`src/hdl/abif_pkg.sv`:
```
// ----------------------------------------------------------------------------
// abif_pkg
// Shared types and constants for the array binary search tree block:
// tree geometry, command and result payloads, status codes, memory port.
// ----------------------------------------------------------------------------
package abif_pkg;

    // Tree geometry: node n has children 2n and 2n+1, root is node 1
    localparam int LEVELS  = 4;
    localparam int NODES   = (1 << LEVELS) - 1;
    localparam int NODE_W  = LEVELS;
    localparam int KEY_W   = 32;

    typedef logic [NODE_W-1:0] t_node;

    typedef enum logic {
        MODE_INSERT = 1'b0,
        MODE_FIND   = 1'b1
    } t_mode;

    typedef enum logic [1:0] {
        ST_INSERTED  = 2'd0,
        ST_FULL      = 2'd1,
        ST_FOUND     = 2'd2,
        ST_NOT_FOUND = 2'd3
    } t_status;

    // Input transfer payload
    typedef struct packed {
        t_mode                    mode;
        logic signed [KEY_W-1:0]  value;
    } t_cmd;

    // Result transfer payload
    typedef struct packed {
        t_status  status;
        t_node    node_index;
    } t_result;

    // Walker to node memory request
    typedef struct packed {
        t_node                    rd_addr;
        logic                     wr_en;
        t_node                    wr_addr;
        logic signed [KEY_W-1:0]  wr_data;
    } t_ram_req;

endpackage

```
`src/hdl/abif_node_ram.sv`:
```
// ----------------------------------------------------------------------------
// abif_node_ram
// Node key storage: one write port, one read port, registered read data.
// ----------------------------------------------------------------------------
module abif_node_ram
    import abif_pkg::*;
(
    input  logic                     i_clk,
    input  t_ram_req                 i_req,
    output logic signed [KEY_W-1:0]  o_rd_data
);

    logic signed [KEY_W-1:0] r_mem [NODES:1];
    logic signed [KEY_W-1:0] r_rd_data;

    // Write port
    always_ff @(posedge i_clk) begin
        if (i_req.wr_en) begin
            r_mem[i_req.wr_addr] <= i_req.wr_data;
        end
    end

    // Read port, registered
    always_ff @(posedge i_clk) begin
        r_rd_data <= r_mem[i_req.rd_addr];
    end

    assign o_rd_data = r_rd_data;

endmodule

```
`src/hdl/abif_walker.sv`:
```
// ----------------------------------------------------------------------------
// abif_walker
// Tree walk sequencer: holds the occupied flags, steps one level per cycle
// through the node memory, inserts at the first empty node or reports.
// ----------------------------------------------------------------------------
module abif_walker
    import abif_pkg::*;
(
    input  logic                     i_clk,
    input  logic                     i_rst_n,
    input  logic                     i_start,
    input  t_cmd                     i_cmd,
    input  logic signed [KEY_W-1:0]  i_rd_data,
    output t_ram_req                 o_req,
    output logic                     o_busy,
    output logic                     o_strobe,
    output t_result                  o_result
);

    typedef enum logic [1:0] {
        S_IDLE = 2'b01,
        S_WALK = 2'b10
    } t_state;

    t_state      r_state, n_state;
    t_cmd        r_cmd;
    t_node       r_node, n_node;
    logic [NODES:1] r_occ, n_occ;
    logic        r_strobe, n_strobe;
    t_result     r_result, n_result;

    logic        accept;
    logic        occ;
    logic        key_eq;
    logic        key_lt;
    logic        leaf;
    logic        wr_en;

    assign accept = i_start && (r_state == S_IDLE);
    assign occ    = r_occ[r_node];
    assign key_eq = (r_cmd.value == i_rd_data);
    assign key_lt = (r_cmd.value < i_rd_data);
    assign leaf   = r_node[NODE_W-1];

    // Walk control: one node compared per cycle
    always_comb begin
        n_state  = r_state;
        n_node   = r_node;
        n_occ    = r_occ;
        n_strobe = 1'b0;
        n_result = r_result;
        wr_en    = 1'b0;
        case (r_state)
            S_IDLE: begin
                n_node = t_node'(1);
                if (accept) begin
                    n_state = S_WALK;
                end
            end
            S_WALK: begin
                if (!occ) begin
                    // empty node ends the walk
                    n_state             = S_IDLE;
                    n_strobe            = 1'b1;
                    n_result.node_index = '0;
                    if (r_cmd.mode == MODE_INSERT) begin
                        wr_en           = 1'b1;
                        n_occ[r_node]   = 1'b1;
                        n_result.status = ST_INSERTED;
                    end else begin
                        n_result.status = ST_NOT_FOUND;
                    end
                end else if (r_cmd.mode == MODE_FIND && key_eq) begin
                    n_state             = S_IDLE;
                    n_strobe            = 1'b1;
                    n_result.status     = ST_FOUND;
                    n_result.node_index = r_node;
                end else if (leaf) begin
                    // walk falls off below the last level
                    n_state             = S_IDLE;
                    n_strobe            = 1'b1;
                    n_result.node_index = '0;
                    n_result.status     = (r_cmd.mode == MODE_INSERT) ? ST_FULL
                                                                       : ST_NOT_FOUND;
                end else begin
                    // smaller goes left, equal or larger goes right
                    n_node = {r_node[NODE_W-2:0], ~key_lt};
                end
            end
            default: begin
                n_state = S_IDLE;
            end
        endcase
    end

    // Control registers
    always_ff @(posedge i_clk) begin
        if (!i_rst_n) begin
            r_state  <= S_IDLE;
            r_occ    <= '0;
            r_strobe <= 1'b0;
        end else begin
            r_state  <= n_state;
            r_occ    <= n_occ;
            r_strobe <= n_strobe;
        end
    end

    // Payload registers
    always_ff @(posedge i_clk) begin
        r_node   <= n_node;
        r_result <= n_result;
        if (accept) begin
            r_cmd <= i_cmd;
        end
    end

    // Memory request: read address follows the next node to compare
    always_comb begin
        o_req.rd_addr = n_node;
        o_req.wr_en   = wr_en;
        o_req.wr_addr = r_node;
        o_req.wr_data = r_cmd.value;
    end

    assign o_busy   = (r_state != S_IDLE);
    assign o_strobe = r_strobe;
    assign o_result = r_result;

endmodule

```
`src/hdl/array_bst_insert_find.sv`:
```
// ----------------------------------------------------------------------------
// array_bst_insert_find
// Binary search tree of signed 32-bit keys in an implicit 15-node array.
// ----------------------------------------------------------------------------
// A command transfers at a rising edge with i_start high and o_busy low.
// The walk reads the root node at that edge and then compares one tree level
// per cycle against the single read port of the key memory, so an item holds
// the block while its walk visits 1 to 4 levels. The result strobe o_strobe
// is registered from the last compare and lasts one cycle. o_busy is already
// low in the strobe cycle, so the next command may transfer there. The
// receiver cannot stall; every result must be taken in its strobe cycle.
// Occupied flags all clear together at a clock edge with reset low.
// ----------------------------------------------------------------------------
module array_bst_insert_find
    import abif_pkg::*;
(
    input  logic     i_clk,
    input  logic     i_rst_n,
    input  logic     i_start,
    input  t_cmd     i_cmd,
    output logic     o_busy,
    output logic     o_strobe,
    output t_result  o_result
);

    t_ram_req                 ram_req;
    logic signed [KEY_W-1:0]  rd_data;

    // Walk sequencer
    abif_walker u_walker (
        .i_clk     (i_clk),
        .i_rst_n   (i_rst_n),
        .i_start   (i_start),
        .i_cmd     (i_cmd),
        .i_rd_data (rd_data),
        .o_req     (ram_req),
        .o_busy    (o_busy),
        .o_strobe  (o_strobe),
        .o_result  (o_result)
    );

    // Node key memory
    abif_node_ram u_node_ram (
        .i_clk     (i_clk),
        .i_req     (ram_req),
        .o_rd_data (rd_data)
    );

endmodule

```
`config.mk`:
```
export PLATFORM = sky130hd
export DESIGN_NAME = array_bst_insert_find
export DESIGN_NICKNAME = d
export VERILOG_FILES = /design/src/hdl/abif_pkg.sv /design/src/hdl/abif_node_ram.sv /design/src/hdl/abif_walker.sv /design/src/hdl/array_bst_insert_find.sv
export SDC_FILE = /design/constraint.sdc
export NUM_CORES = 1
export LEC_CHECK = 0
export ABC_AREA = 0
export BUFFER_PORTS_ARGS = -buffer_cell sky130_fd_sc_hd__buf_2
export CAP_MARGIN = 30
export CORE_UTILIZATION = 50
export CTS_CLUSTER_DIAMETER = 150
export DETAILED_ROUTE_END_ITERATION = 7
export MAX_ROUTING_LAYER = met4
export PLACE_DENSITY = 0.76
export SLEW_MARGIN = 20
export SYNTH_ARGS = -nofsm -noshare
export SYNTH_HDL_FRONTEND = slang
export SYNTH_SLANG_ARGS = --single-unit
```
`constraint.sdc`:
```
create_clock -name i_clk -period 5.5 [get_ports i_clk]
set_input_delay 0 -clock i_clk [delete_from_list [all_inputs] [get_ports i_clk]]
set_output_delay 0 -clock i_clk [all_outputs]
set_load 0.01 [all_outputs]
```
==> results.yml <==
synthesis:
  synthSimpleGateAreaFrac: 0.0322
  synth_area_sq_um: 22800
  ys_types: 64
  synth_edf_count: 519
  synth_fa_ha_area_frac: 0.0186
  ys_warn_count: 0
  synth_fp_nets: 1428
  synth_flop_cell: "edfxtp_1"
  synth_compound_area_frac: 0.0574
  syn_inst: 1358
  ys_seq_area_frac: 0.730
  synthMuxAreaShare: 0.138
  async_flop_share: 0
  synth-xor-area-share: 0
  synth-seq-cells: 573
  synth_top_family_by_area: "multiplexers"
  syn_avg_cell_area_sq_um: 16.8
die:
  start_util: 0.512
  rows: 77
  pin_count: 44
  core_sq_um: 44600
  die-area_sq_um: 46500
  die_y_microns: 216
  die_w_microns: 216
layout:
  stdcell_area_sq_um: 26100
  antennaDiodeCount: 0
  fin_nets: 1536
  areaGrowthSynthToFinish_pct: 14.2
  post-route-util: 0.585
  drive_gt1_frac: 0.135
  final.fill_count: 3270
timing:
  hold_viol: 0
  maxSlewViolCount: 0
  tns_ps: 0
  worst_pin_slew_ps: 870
  fmax_ghz: 0.226
  fin_skew_ps: 12.3
  slew_headroom: 0.419
  rsz0062_at_grt: "no"
  setup_violations: 0
  period_minus_slack_ps: 4430
  min_period_over_period: 0.806
power_and_ir_drop:
  irDropWorstVdd_mv: 0.311
  leakage_nw: 10.2
  p_switching_mw: 1.97
  internal_power_mw: 7.19
  powerDensity_nw_per_um2: 351
  p_seq_frac: 0.533
  swShare: 0.215
  comb_power_share: 0.061
  clockPowerShare: 0.406
cts:
  cts_buffers: 54
  clkSinkCount: 573
  cts_setup_buffers: 0
  cts-root-buf: "clkbuf_16"
  h-tree-depth: 2
  insertion_delay_ps: 600
  cts_tree: "built"
  clkTransAtPathRegs_ps: 60
  clockBufferDepth: 3
worst_setup_path:
  crit_type: "reg2reg"
  cp_data_arrival_time_ps: 4890
  worst_setup_path_end_kind: "flip-flop"
  critPathMaxFanout: 36
  required_ps: 5950
  start_kind: "flip-flop"
  r2r_slack_ps: 1070
outcome:
  outcome: "complete, no violations"
hold_path:
  hold_path.class: "in2reg"
global_route:
  track_usage: 0.217
  grt_max_degree: 64
  grt_overflow_total: 0
  antenna_found_initial: 0
  grt_pass1_wl_mm: 73.2
  grt_pass1_vias: 12300
routing:
  ant_nets: 0
  initialDrtViolationCount: 1066
  dr.pass1.iters: 5
  drcViolationCount: 0
  routedWlPerCell_microns: 22.9
  wirelength_mm: 48.2
  avgViaCountPerCell: 5.79
  vias: 12200
placement:
  gp_congestion: 0.797
  dpl.hpwl_mm: 27.1
  portBuffers: 43
  dpl-instance-area_sq_um: 23900
flow_run:
  cap_violations: 0
per-stage QoR:
step           hold WS (ps)  instances  power [mW]  setup slack [ps]
6_report                103       2103        9.16              1070
5_1_grt                89.9       2103        9.43               841
4_1_cts                72.2       2103        9.21              1100
3_5_place_dp            178       1966        5.51              1170
3_3_place_gp            177       1963        5.50              1200
2_1_floorplan          98.9       1358        5.37               664
worst max-delay path, stage by stage, from the launching register on:
cell and delay (ps):
edfxtp_1 610, ha_1 450, nand3_1 250, nor4_4 440, and4_1 570, nor3_4 160
a21oi_4 320, buf_4 570, mux2i_1 290, mux2i_1 110, a221o_1 310, a2bb2oi_1 130
layout make-up:
class                      count  area [sq um]  share of cell area
inverter                      47           179             0.00686
clock inverter                22           260             0.00998
multi-input combinational    671          5770               0.221
tap                          592           741              0.0284
timing repair buffer         119           945              0.0362
clock buffer                  79          1530              0.0585
sequential                   573         16700               0.639
state kept, by name, indices dropped and copies added, names as in the netlist:
register              cells
u_node_ram.r_mem        480
u_node_ram.o_rd_data     32
u_walker.o_req           32
u_walker.r_occ           15
u_walker.o_result         6
u_walker.r_node           4
u_walker.r_state          2
u_walker.o_strobe         1
u_walker.r_cmd            1
synth_stat cells (5+ instances only):
library cell  count  area [sq um]
o21a_1           16           120
inv_1            42           158
nor2_1           24          90.1
nand4_1           6          37.5
o22ai_1           6          37.5
o21ai_0           6          30.0
and3_1            5          31.3
a21o_1            5          37.5
a2bb2oi_1        29           254
nand3_1          10          50.1
clkbuf_1         24          90.1
a221o_1          29           290
buf_2            24           120
nand2_1          83           312
a21oi_1          46           230
edfxtp_1        519         15600
mux2i_1         305          3050
buf_4            13          97.6
dfxtp_1          54          1080
nor3_1            8          40.0
ha_1             34           425
power groups by stage:
stage | Sequential (mW) | Clock, mW | Combinational [mW]
2_1_floorplan | 4.94 | 0 | 0.431
4_1_cts | 4.88 | 3.76 | 0.565
3_3_place_gp | 4.97 | 0 | 0.530
5_1_grt | 4.89 | 3.94 | 0.602
3_5_place_dp | 4.97 | 0 | 0.540
6_report | 4.88 | 3.72 | 0.561
placed cells by master, fill, tap and decap left out, types with 3 or more instances in the layout:
master | synthesis | layout
bufinv_16 | 0 | 5
buf_2 | 24 | 43
o21a_1 | 16 | 16
o21ai_0 | 6 | 6
nor3_1 | 8 | 5
ha_1 | 34 | 34
nand2_1 | 83 | 83
and3_1 | 5 | 5
mux2i_1 | 305 | 304
a21oi_1 | 46 | 46
nand2b_1 | 3 | 3
a21o_1 | 5 | 5
inv_6 | 0 | 3
mux4_2 | 4 | 4
a2111oi_0 | 3 | 3
clkbuf_16 | 0 | 54
nor2_4 | 0 | 12
nand4_1 | 6 | 6
clkbuf_1 | 24 | 17
clkinv_2 | 0 | 6
inv_1 | 42 | 42
edfxtp_1 | 519 | 519
clkinv_1 | 0 | 5
nand3_1 | 10 | 10
inv_2 | 4 | 4
clkbuf_8 | 0 | 8
buf_4 | 13 | 33
a221o_1 | 29 | 29
nor2_1 | 24 | 12
a2bb2oi_1 | 29 | 29
buf_12 | 0 | 4
dlygate4sd3_1 | 0 | 36
o22ai_1 | 6 | 6
dfxtp_1 | 54 | 54
nor3_2 | 1 | 4
repair_timing:
action                     CTS  global route
hold buffers                36             0
gates resized for setup      0             0
hold endpoints to repair    51             0
setup endpoints to repair    0             0
per-layer routing:
layer  vias up  share of wire  global-route usage
li1       5492              -                   -
met4         0          0.031              0.0697
met3       107          0.067              0.0392
met1      6143           0.42               0.286
met2       430           0.48               0.341
met5         -              0                   -
logic make-up after synthesis:
logic type / Yosys count
muxes: 309
AOI/OAI and AO/OA: 171
DFF: 573
buffers and inverters: 114
adders and majority gates: 34
and+or+nand+nor: 157
worst paths after layout:
path | start | end | depth (start not counted)
max reg2reg | u_walker.o_req[31]$_DFFE_PP_ | u_node_ram.o_rd_data[14]$_DFF_P_ | 11
min | i_cmd[24] | u_walker.o_req[24]$_DFFE_PP_ | 2
max | u_walker.o_req[31]$_DFFE_PP_ | u_node_ram.o_rd_data[14]$_DFF_P_ | 11
min reg2reg | u_walker.r_occ[5]$_SDFFE_PN0P_ | u_walker.r_occ[5]$_SDFFE_PN0P_ | 1
Note: power is estimated with default switching activity, not from simulation.
